File: config.mk
export PLATFORM = sky130hd
export DESIGN_NAME = range_clip_flagger
export DESIGN_NICKNAME = d
export VERILOG_FILES = /design/src/sv/rcf_pkg.sv /design/src/sv/range_clip_flagger.sv /design/src/sv/rcf_job_fifo.sv /design/src/sv/rcf_front.sv /design/src/sv/rcf_back.sv
export SDC_FILE = /design/constraint.sdc
export NUM_CORES = 1
export LEC_CHECK = 0
export ABC_AREA = 0
export BUFFER_PORTS_ARGS = -buffer_cell sky130_fd_sc_hd__buf_2
export CAP_MARGIN = 10
export CORE_ASPECT_RATIO = 0.9
export CORE_MARGIN = 3
export CORE_UTILIZATION = 58
export DETAILED_ROUTE_END_ITERATION = 12
export PLACE_DENSITY = 0.8
export SLEW_MARGIN = 0
export SYNTH_ARGS = -nofsm -noshare
export SYNTH_HDL_FRONTEND = slang
export SYNTH_SLANG_ARGS = --single-unit
File: constraint.sdc
create_clock -name clk -period 11.6 [get_ports clk]
set_input_delay 1.16 -clock clk [delete_from_list [all_inputs] [get_ports clk]]
set_output_delay 1.16 -clock clk [all_outputs]
set_load 0.005 [all_outputs]
File: src/sv/rcf_pkg.sv
// Shared types, register indexes and the sample test for the range clip flagger.
package rcf_pkg;

	localparam int DATA_W    = 32;
	localparam int CFG_IDX_W = 3;
	localparam int JOB_DEPTH = 2;
	localparam int JOB_PTR_W = 1;

	localparam logic [CFG_IDX_W-1:0] REG_RANGE_ENABLED   = 3'd0;
	localparam logic [CFG_IDX_W-1:0] REG_CLIP_OUTSIDE    = 3'd1;
	localparam logic [CFG_IDX_W-1:0] REG_CLIP_ZEROS      = 3'd2;
	localparam logic [CFG_IDX_W-1:0] REG_CHANNEL_AVERAGE = 3'd3;
	localparam logic [CFG_IDX_W-1:0] REG_CLIP_MIN        = 3'd4;
	localparam logic [CFG_IDX_W-1:0] REG_CLIP_MAX        = 3'd5;

	typedef struct packed {
		logic                     range_enabled;
		logic                     clip_outside;
		logic                     clip_zeros;
		logic                     channel_average;
		logic signed [DATA_W-1:0] clip_min;
		logic signed [DATA_W-1:0] clip_max;
	} cfg_t;

	// Control part of a job handed from the front end to the back end.
	typedef struct packed {
		logic is_row;    // row-average job rather than a per-channel result
		logic flag;      // per-channel verdict, already worked out
		logic nan_seen;  // a counted sample of the row was NaN
	} job_ctrl_t;

	typedef enum logic [1:0] {
		BK_IDLE,
		BK_DIV,
		BK_FINISH
	} bk_state_t;

	// Flag test applied to a single sample or to a row average.
	function automatic logic flag_test(logic signed [DATA_W-1:0] v, logic is_nan, cfg_t cfg);
		logic in_range;
		logic hit;
		in_range = (v >= cfg.clip_min) && (v <= cfg.clip_max);
		hit = is_nan;
		if (cfg.range_enabled && (cfg.clip_outside ? !in_range : in_range)) begin
			hit = 1'b1;
		end
		if (cfg.clip_zeros && (v == '0)) begin
			hit = 1'b1;
		end
		return hit;
	endfunction

endpackage

File: src/sv/range_clip_flagger.sv
// Top level of the range clip flagger: registers, front end, job queue and back end.
//
//  channel   direction  handshake        beat carries
//  --------  ---------  ---------------  -----------------------------------------------
//  samples   in         push / full      sample_value, sample_is_nan, already_flagged,
//                                        row_end
//  results   out        empty / pop      flag, whole_row
//  config    in         cfg_we           cfg_index, cfg_data
//
// A per-channel beat passes the front end combinationally into the job queue and from there
// into the result register; per-channel samples stream at one beat per cycle while results
// are taken. A row-average result passes the back end's divider, one quotient bit per cycle,
// and then the final test; the two-entry job queue lets the front end keep taking samples
// meanwhile. Reset clears the registers, the row accumulators, the queue and the result
// valid bit; no clearing pass is needed. Either side may stall freely: full rises only when
// the job queue is full, and a held result stalls the back end until a pop frees the slot.
module range_clip_flagger
	import rcf_pkg::*;
#(
	parameter int MAX_CHANNELS = 4096
) (
	input  logic                     clk,
	input  logic                     arst_n,
	input  logic                     cfg_we,
	input  logic [CFG_IDX_W-1:0]     cfg_index,
	input  logic [DATA_W-1:0]        cfg_data,
	input  logic                     push,
	output logic                     full,
	input  logic signed [DATA_W-1:0] sample_value,
	input  logic                     sample_is_nan,
	input  logic                     already_flagged,
	input  logic                     row_end,
	output logic                     empty,
	input  logic                     pop,
	output logic                     flag,
	output logic                     whole_row
);

	// The sum needs room for MAX_CHANNELS samples; the count must hold MAX_CHANNELS itself.
	localparam int SUM_W = DATA_W + $clog2(MAX_CHANNELS);
	localparam int CNT_W = $clog2(MAX_CHANNELS + 1);
	localparam int JOB_W = $bits(job_ctrl_t) + CNT_W + SUM_W;

	cfg_t cfg_q;

	logic             job_wr;
	logic             job_rd;
	logic             job_full;
	logic             job_empty;
	job_ctrl_t        wr_ctrl;
	logic [CNT_W-1:0] wr_count;
	logic [SUM_W-1:0] wr_sum;
	job_ctrl_t        rd_ctrl;
	logic [CNT_W-1:0] rd_count;
	logic [SUM_W-1:0] rd_sum;
	logic [JOB_W-1:0] job_wdata;
	logic [JOB_W-1:0] job_rdata;

	// Configuration registers. Writes to indexes past the last register are dropped.
	always_ff @(posedge clk or negedge arst_n) begin
		if (!arst_n) begin
			cfg_q.range_enabled   <= 1'b0;
			cfg_q.clip_outside    <= 1'b1;
			cfg_q.clip_zeros      <= 1'b0;
			cfg_q.channel_average <= 1'b0;
			cfg_q.clip_min        <= '0;
			cfg_q.clip_max        <= '0;
		end else if (cfg_we) begin
			unique case (cfg_index)
				REG_RANGE_ENABLED:   cfg_q.range_enabled   <= cfg_data[0];
				REG_CLIP_OUTSIDE:    cfg_q.clip_outside    <= cfg_data[0];
				REG_CLIP_ZEROS:      cfg_q.clip_zeros      <= cfg_data[0];
				REG_CHANNEL_AVERAGE: cfg_q.channel_average <= cfg_data[0];
				REG_CLIP_MIN:        cfg_q.clip_min        <= cfg_data;
				REG_CLIP_MAX:        cfg_q.clip_max        <= cfg_data;
				default: begin
				end
			endcase
		end
	end

	// The front end stalls the sample channel only when the job queue cannot take a job.
	assign full = job_full;

	rcf_front #(
		.MAX_CHANNELS (MAX_CHANNELS),
		.SUM_W        (SUM_W),
		.CNT_W        (CNT_W)
	) u_front (
		.clk             (clk),
		.arst_n          (arst_n),
		.cfg             (cfg_q),
		.push            (push),
		.sample_value    (sample_value),
		.sample_is_nan   (sample_is_nan),
		.already_flagged (already_flagged),
		.row_end         (row_end),
		.job_full        (job_full),
		.job_wr          (job_wr),
		.job_ctrl        (wr_ctrl),
		.job_count       (wr_count),
		.job_sum         (wr_sum)
	);

	assign job_wdata = {wr_ctrl, wr_count, wr_sum};
	assign {rd_ctrl, rd_count, rd_sum} = job_rdata;

	rcf_job_fifo #(
		.WIDTH (JOB_W)
	) u_job_fifo (
		.clk    (clk),
		.arst_n (arst_n),
		.wr     (job_wr),
		.wdata  (job_wdata),
		.rd     (job_rd),
		.rdata  (job_rdata),
		.full   (job_full),
		.empty  (job_empty)
	);

	rcf_back #(
		.SUM_W (SUM_W),
		.CNT_W (CNT_W)
	) u_back (
		.clk       (clk),
		.arst_n    (arst_n),
		.cfg       (cfg_q),
		.job_empty (job_empty),
		.job_ctrl  (rd_ctrl),
		.job_count (rd_count),
		.job_sum   (rd_sum),
		.job_rd    (job_rd),
		.pop       (pop),
		.empty     (empty),
		.flag      (flag),
		.whole_row (whole_row)
	);

`ifndef SYNTHESIS
	// The front end never writes a job into a full queue.
	assert property (@(posedge clk) disable iff (!arst_n) job_wr |-> !job_full)
		else $error("job written into a full queue");

	// The back end never takes a job from an empty queue.
	assert property (@(posedge clk) disable iff (!arst_n) job_rd |-> !job_empty)
		else $error("job read from an empty queue");

	// A row job always carries a non-zero count, so the divider never sees zero.
	assert property (@(posedge clk) disable iff (!arst_n)
		(job_wr && wr_ctrl.is_row) |-> (wr_count != '0))
		else $error("row job issued with zero count");

	// A per-channel job only arrives from a beat taken in per-channel mode.
	assert property (@(posedge clk) disable iff (!arst_n)
		(job_wr && !wr_ctrl.is_row) |-> (push && !full && !cfg_q.channel_average))
		else $error("per-channel job without a matching sample beat");
`endif

endmodule

File: src/sv/rcf_job_fifo.sv
// Two-entry job queue between the front end and the back end.
module rcf_job_fifo
	import rcf_pkg::*;
#(
	parameter int WIDTH = 8
) (
	input  logic             clk,
	input  logic             arst_n,
	input  logic             wr,
	input  logic [WIDTH-1:0] wdata,
	input  logic             rd,
	output logic [WIDTH-1:0] rdata,
	output logic             full,
	output logic             empty
);

	logic [WIDTH-1:0]   mem_q [JOB_DEPTH];
	logic [JOB_PTR_W-1:0] wr_ptr_q;
	logic [JOB_PTR_W-1:0] rd_ptr_q;
	logic [JOB_PTR_W:0]   fill_q;

	assign full  = (fill_q == (JOB_PTR_W+1)'(JOB_DEPTH));
	assign empty = (fill_q == '0);
	assign rdata = mem_q[rd_ptr_q];

	always_ff @(posedge clk) begin
		if (wr) begin
			mem_q[wr_ptr_q] <= wdata;
		end
	end

	always_ff @(posedge clk or negedge arst_n) begin
		if (!arst_n) begin
			wr_ptr_q <= '0;
			rd_ptr_q <= '0;
			fill_q   <= '0;
		end else begin
			if (wr) begin
				wr_ptr_q <= wr_ptr_q + 1'b1;
			end
			if (rd) begin
				rd_ptr_q <= rd_ptr_q + 1'b1;
			end
			if (wr && !rd) begin
				fill_q <= fill_q + 1'b1;
			end else if (rd && !wr) begin
				fill_q <= fill_q - 1'b1;
			end
		end
	end

endmodule

File: src/sv/rcf_front.sv
// Front end: takes samples, runs the row accumulators and issues jobs.
module rcf_front
	import rcf_pkg::*;
#(
	parameter int MAX_CHANNELS = 4096,
	parameter int SUM_W        = 44,
	parameter int CNT_W        = 13
) (
	input  logic                     clk,
	input  logic                     arst_n,
	input  cfg_t                     cfg,
	input  logic                     push,
	input  logic signed [DATA_W-1:0] sample_value,
	input  logic                     sample_is_nan,
	input  logic                     already_flagged,
	input  logic                     row_end,
	input  logic                     job_full,
	output logic                     job_wr,
	output job_ctrl_t                job_ctrl,
	output logic [CNT_W-1:0]         job_count,
	output logic [SUM_W-1:0]         job_sum
);

	logic signed [SUM_W-1:0] row_sum_q;
	logic [CNT_W-1:0]        row_count_q;
	logic                    row_nan_q;

	logic                    accept;
	logic                    add;
	logic signed [SUM_W-1:0] addend;
	logic signed [SUM_W-1:0] sum_next;
	logic [CNT_W-1:0]        count_next;
	logic                    nan_next;

	assign accept = push && !job_full;

	// Samples past the channel limit of a row are neither summed nor counted.
	assign add        = cfg.channel_average && !already_flagged &&
	                    (row_count_q < CNT_W'(MAX_CHANNELS));
	assign addend     = (add && !sample_is_nan) ? SUM_W'(sample_value) : '0;
	assign sum_next   = row_sum_q + addend;
	assign count_next = row_count_q + CNT_W'(add);
	assign nan_next   = row_nan_q | (add & sample_is_nan);

	assign job_wr = accept && (!cfg.channel_average || (row_end && (count_next != '0)));

	always_comb begin
		job_ctrl.is_row   = cfg.channel_average;
		job_ctrl.flag     = flag_test(sample_value, sample_is_nan, cfg);
		job_ctrl.nan_seen = nan_next;
	end

	assign job_count = count_next;
	assign job_sum   = sum_next;

	always_ff @(posedge clk or negedge arst_n) begin
		if (!arst_n) begin
			row_sum_q   <= '0;
			row_count_q <= '0;
			row_nan_q   <= 1'b0;
		end else if (accept) begin
			if (row_end) begin
				row_sum_q   <= '0;
				row_count_q <= '0;
				row_nan_q   <= 1'b0;
			end else begin
				row_sum_q   <= sum_next;
				row_count_q <= count_next;
				row_nan_q   <= nan_next;
			end
		end
	end

endmodule

File: src/sv/rcf_back.sv
// Back end: row-average division, final test and the result register.
module rcf_back
	import rcf_pkg::*;
#(
	parameter int SUM_W = 44,
	parameter int CNT_W = 13
) (
	input  logic             clk,
	input  logic             arst_n,
	input  cfg_t             cfg,
	input  logic             job_empty,
	input  job_ctrl_t        job_ctrl,
	input  logic [CNT_W-1:0] job_count,
	input  logic [SUM_W-1:0] job_sum,
	output logic             job_rd,
	input  logic             pop,
	output logic             empty,
	output logic             flag,
	output logic             whole_row
);

	localparam int STEP_W = $clog2(SUM_W);

	bk_state_t         state_q;
	bk_state_t         state_d;
	logic [SUM_W-1:0]  acc_q;
	logic [CNT_W-1:0]  rem_q;
	logic [CNT_W-1:0]  div_q;
	logic              neg_q;
	logic [STEP_W-1:0] step_q;
	logic              res_valid_q;
	logic              res_flag_q;
	logic              res_whole_q;

	logic                     slot_free;
	logic                     load_div;
	logic                     res_load;
	logic                     res_flag_d;
	logic                     res_whole_d;
	logic [CNT_W:0]           rem_sh;
	logic [CNT_W-1:0]         rem_diff;
	logic                     q_bit;
	logic signed [DATA_W-1:0] avg;

	assign slot_free = !res_valid_q || pop;

	// One quotient bit per cycle, restoring form. When the divisor fits, the new remainder is
	// below the divisor, so the low bits of the difference hold it exactly.
	assign rem_sh   = {rem_q, acc_q[SUM_W-1]};
	assign rem_diff = rem_sh[CNT_W-1:0] - div_q;
	assign q_bit    = (rem_sh >= {1'b0, div_q});

	// The average of 32-bit samples always fits in 32 bits.
	assign avg = neg_q ? -acc_q[DATA_W-1:0] : acc_q[DATA_W-1:0];

	always_comb begin
		state_d = state_q;
		unique case (state_q)
			BK_IDLE: begin
				if (!job_empty && job_ctrl.is_row && !job_ctrl.nan_seen) begin
					state_d = BK_DIV;
				end
			end
			BK_DIV: begin
				if (step_q == '0) begin
					state_d = BK_FINISH;
				end
			end
			BK_FINISH: begin
				if (slot_free) begin
					state_d = BK_IDLE;
				end
			end
			default: state_d = BK_IDLE;
		endcase
	end

	always_comb begin
		job_rd      = 1'b0;
		load_div    = 1'b0;
		res_load    = 1'b0;
		res_flag_d  = 1'b0;
		res_whole_d = 1'b0;
		unique case (state_q)
			BK_IDLE: begin
				if (!job_empty) begin
					priority if (!job_ctrl.is_row) begin
						job_rd      = slot_free;
						res_load    = slot_free;
						res_flag_d  = job_ctrl.flag;
					end else if (job_ctrl.nan_seen) begin
						job_rd      = slot_free;
						res_load    = slot_free;
						res_flag_d  = 1'b1;
						res_whole_d = 1'b1;
					end else begin
						job_rd   = 1'b1;
						load_div = 1'b1;
					end
				end
			end
			BK_DIV: begin
			end
			BK_FINISH: begin
				res_load    = slot_free;
				res_flag_d  = flag_test(avg, 1'b0, cfg);
				res_whole_d = 1'b1;
			end
			default: begin
			end
		endcase
	end

	always_ff @(posedge clk or negedge arst_n) begin
		if (!arst_n) begin
			state_q     <= BK_IDLE;
			res_valid_q <= 1'b0;
		end else begin
			state_q <= state_d;
			if (res_load) begin
				res_valid_q <= 1'b1;
			end else if (pop) begin
				res_valid_q <= 1'b0;
			end
		end
	end

	always_ff @(posedge clk) begin
		if (load_div) begin
			neg_q  <= job_sum[SUM_W-1];
			acc_q  <= job_sum[SUM_W-1] ? -job_sum : job_sum;
			rem_q  <= '0;
			div_q  <= job_count;
			step_q <= STEP_W'(SUM_W-1);
		end else if (state_q == BK_DIV) begin
			rem_q  <= q_bit ? rem_diff : rem_sh[CNT_W-1:0];
			acc_q  <= {acc_q[SUM_W-2:0], q_bit};
			step_q <= step_q - 1'b1;
		end
		if (res_load) begin
			res_flag_q  <= res_flag_d;
			res_whole_q <= res_whole_d;
		end
	end

	assign empty     = !res_valid_q;
	assign flag      = res_flag_q;
	assign whole_row = res_whole_q;

endmodule
==> results.json <==
{
  "outcome": "finished clean",
  "root_buffer": "clkbuf_16",
  "maxSlewViolCount": 0,
  "final_util_pct": 64.7,
  "finalSetupTns_ns": 0,
  "max_freq_mhz": 186,
  "antenna_found_initial": 1,
  "whs_path_depth": 2,
  "worst_pin_slew_ns": 0.969,
  "cts_tree": "done",
  "min-delay-path-class": "flip-flop to flip-flop",
  "placementRows": 65,
  "first_pass_iters": 5,
  "dp_hpwl_mm": 40.5,
  "period_share_pct": 46.3,
  "regArea_sq_mm": 0.00912,
  "dr.first_iter.drc_count": 1742,
  "wl_per_cell_um": 20.9,
  "multi_input_area_sq_mm": 0.0111,
  "drt-total-wl_mm": 54.9,
  "yosys_warnings": 0,
  "synth_edf_count": 180,
  "crit_arrival_ns": 5.65,
  "maxCapViolCount": 0,
  "initial_core_util_pct": 59.5,
  "nNetsFinal": 2390,
  "post_cts_buffers": 0,
  "dieArea_sq_mm": 0.0387,
  "critPathRequiredTime_ns": 11.88,
  "fin_skew_ns": 0.0120,
  "grt_max_degree": 91,
  "syn_area_sq_mm": 0.0211,
  "pre_cts_ws_ns": 6.24,
  "finalWorstSetupSlack_ns": 6.23,
  "vias": 16500,
  "clkSlewWorstSetupHoldPaths_ns": 0.07,
  "crit_type": "flip-flop to flip-flop",
  "r2r_end": "u_back.flag",
  "grt_usage_pct": 28.2,
  "grt_pass1_wl_mm": 87.2,
  "synth_ff_type": "edfxtp_1",
  "r2r.worst_path.cells": 16,
  "p_per_area_mw_per_mm2": 230,
  "die_h_um": 187,
  "cts-buffers-inserted": 36,
  "syn_inst": 2079,
  "worst_slew_margin_rel_pct": 35.2,
  "hold_path.startpoint": "u_back.rem_q[6]",
  "io_buffers": 78,
  "ctsHoldBuffers": 0,
  "drcViolationCount": 0,
  "cts.path.max_buffers": 3,
  "fillCellCount": 2797,
  "irDropWorstVdd_uv": 133,
  "numClockSinks": 332,
  "end_kind": "flip-flop",
  "io_pins": 79,
  "ys_seq_area_share_pct": 43.2,
  "die_w_um": 207,
  "rsz0062_at_grt": "false",
  "gp_congestion": 0.962,
  "reg2reg_slack_ns": 6.23,
  "synthDistinctLibCells": 90,
  "cp-start-kind": "flip-flop",
  "drive_gt1_share_pct": 11.3,
  "p_leak_nw": 9.94,
  "insertion_delay_ns": 0.53,
  "synthArstFlopShare_pct": 40.1,
  "r2r-start": "u_back.acc_q[4]",
  "final.min_clock_period_ns": 5.37,
  "critPathMaxFanout": 8,
  "syn_nets": 2347,
  "syn2layout_area_growth_pct": 8.78,
  "ys_seq_elements": 332,
  "syn_avg_cell_area_sq_um": 10.1,
  "min_to": "u_back.rem_q[6]",
  "setup_viol": 0,
  "vias_per_cell": 6.30,
  "antenna_left": 0,
  "cts-htree-levels": 2,
  "core_area_sq_mm": 0.0355,
  "hold_viol": 0,
  "grt_pass1_vias": 16000,
  "overflow": 0,
  "cts.repair.resized": 0
}
==> kinds of logic (layout without fill, tap and decap cells) <==
kind of cell / count (synthesis) / in the layout / synth area share, %
fa+ha+maj: 193 / 193 / 11.5
compound gates: 533 / 533 / 16.2
buf+inv: 210 / 281 / 4.20
simple gates: 568 / 568 / 13.8
xor+xnor: 143 / 143 / 5.94
mux: 100 / 100 / 5.11
flops: 332 / 332 / 43.2
other cells: 0 / 2 / 0
==> worst max path at each step <==
stage | from | end | slack, ns
after floorplan | already_flagged | u_job_fifo.mem_q[0][0] | 5.29
after global placement | already_flagged | u_job_fifo.mem_q[1][36] | 6.33
after detailed placement | already_flagged | u_job_fifo.mem_q[1][37] | 6.24
after CTS | u_back.acc_q[4] | u_back.flag | 6.36
after global routing | u_back.acc_q[4] | u_back.flag | 6.05
final | u_back.acc_q[4] | u_back.flag | 6.23
==> report_power, final <==
part	leakage [nW]	internal, mW	switching (mW)
clock network	0.558	0.631	0.478
registers	3.59	1.67	0.276
logic	5.79	0.893	1.33
==> state kept, by name, summed over array words and instances (netlist names) <==
register and flops:
u_back.step_q 6, u_back.div_q 13, u_back.whole_row 1, u_front.row_nan_q 1, cfg_q 68, u_front.row_sum_q 44, u_job_fifo.wr_ptr_q 1, u_job_fifo.mem_q 120
u_back.flag 1, u_front.row_count_q 13, u_job_fifo.rd_ptr_q 1, u_back.rem_q 13, u_job_fifo.fill_q 2, u_back.neg_q 1, u_back.acc_q 44, u_back.state_q 2
u_back.res_valid_q 1
==> worst max-delay path, stage by stage (launching register included) <==
cell      delay, ns
edfxtp_1       0.49
or4_4          0.59
nor4_4         0.49
nand2_1        0.20
or4b_4         0.58
nand2_1        0.10
xnor2_1        0.17
ha_1           0.30
a21o_1         0.19
a221o_1        0.32
a221oi_1       0.31
o21ai_0        0.24
a21oi_1        0.19
xor2_1         0.09
o22ai_1        0.34
xnor2_1        0.12
a311o_1        0.36
==> metal layers <==
layer  part of all wire (%)  up-vias  global-route usage [%]
met3                    7.5       92                    3.58
met1                     46     8072                    42.3
li1                       -     7733                       -
met2                     45      619                    43.6
met5                      0        -                       0
met4                    2.4        0                    7.36
==> layout by cell type (no fill, tap or decap), types with 57 or more instances in the layout <==
cell / netlist / routed
a21oi_1: 121 / 121
buf_2: 6 / 77
dfrtp_1: 132 / 131
edfxtp_1: 180 / 180
ha_1: 191 / 191
inv_1: 121 / 120
mux2_2: 57 / 57
nand2_1: 199 / 198
nor2_1: 87 / 86
o21ai_0: 178 / 177
xnor2_1: 94 / 94
==> Yosys cell counts (36+ instances only) <==
cell,number,area [sq um]
clkbuf_1,69,259
dfrtp_1,132,3300
a22o_1,40,350
ha_1,191,2390
mux2i_1,42,420
a21o_1,53,398
edfxtp_1,180,5410
o21ai_0,178,891
xor2_1,49,429
nand4_1,40,250
nor2_1,87,327
and2_1,36,225
inv_1,121,454
a21oi_1,121,606
xnor2_1,94,823
nand2_1,199,747
mux2_2,57,642
==> layout make-up <==
| class | count | share of cell area, % |
|---|---|---|
| diodes | 2 | 0.0218 |
| inverters | 121 | 1.98 |
| clock inverters | 20 | 0.606 |
| clock buffers | 46 | 4.32 |
| repair buffers | 94 | 2.25 |
| well taps | 469 | 2.56 |
| flip-flops and latches | 332 | 39.8 |
| multi-input cells | 1537 | 48.5 |
==> per-stage QoR <==
| stage | hold WS [ns] | std cells | power (mW) | area, sq um |
|---|---|---|---|---|
| after floorplan | 0.448 | 2079 | 3.51 | 21100 |
| after global placement | 0.467 | 2553 | 4.03 | 21800 |
| final | 0.485 | 2621 | 5.28 | 22900 |
| after global routing | 0.513 | 2619 | 5.63 | 22900 |
| after CTS | 0.489 | 2619 | 5.26 | 22900 |
| after detailed placement | 0.478 | 2553 | 4.13 | 21800 |
No activity file was read; power rests on OpenSTA's default activity.
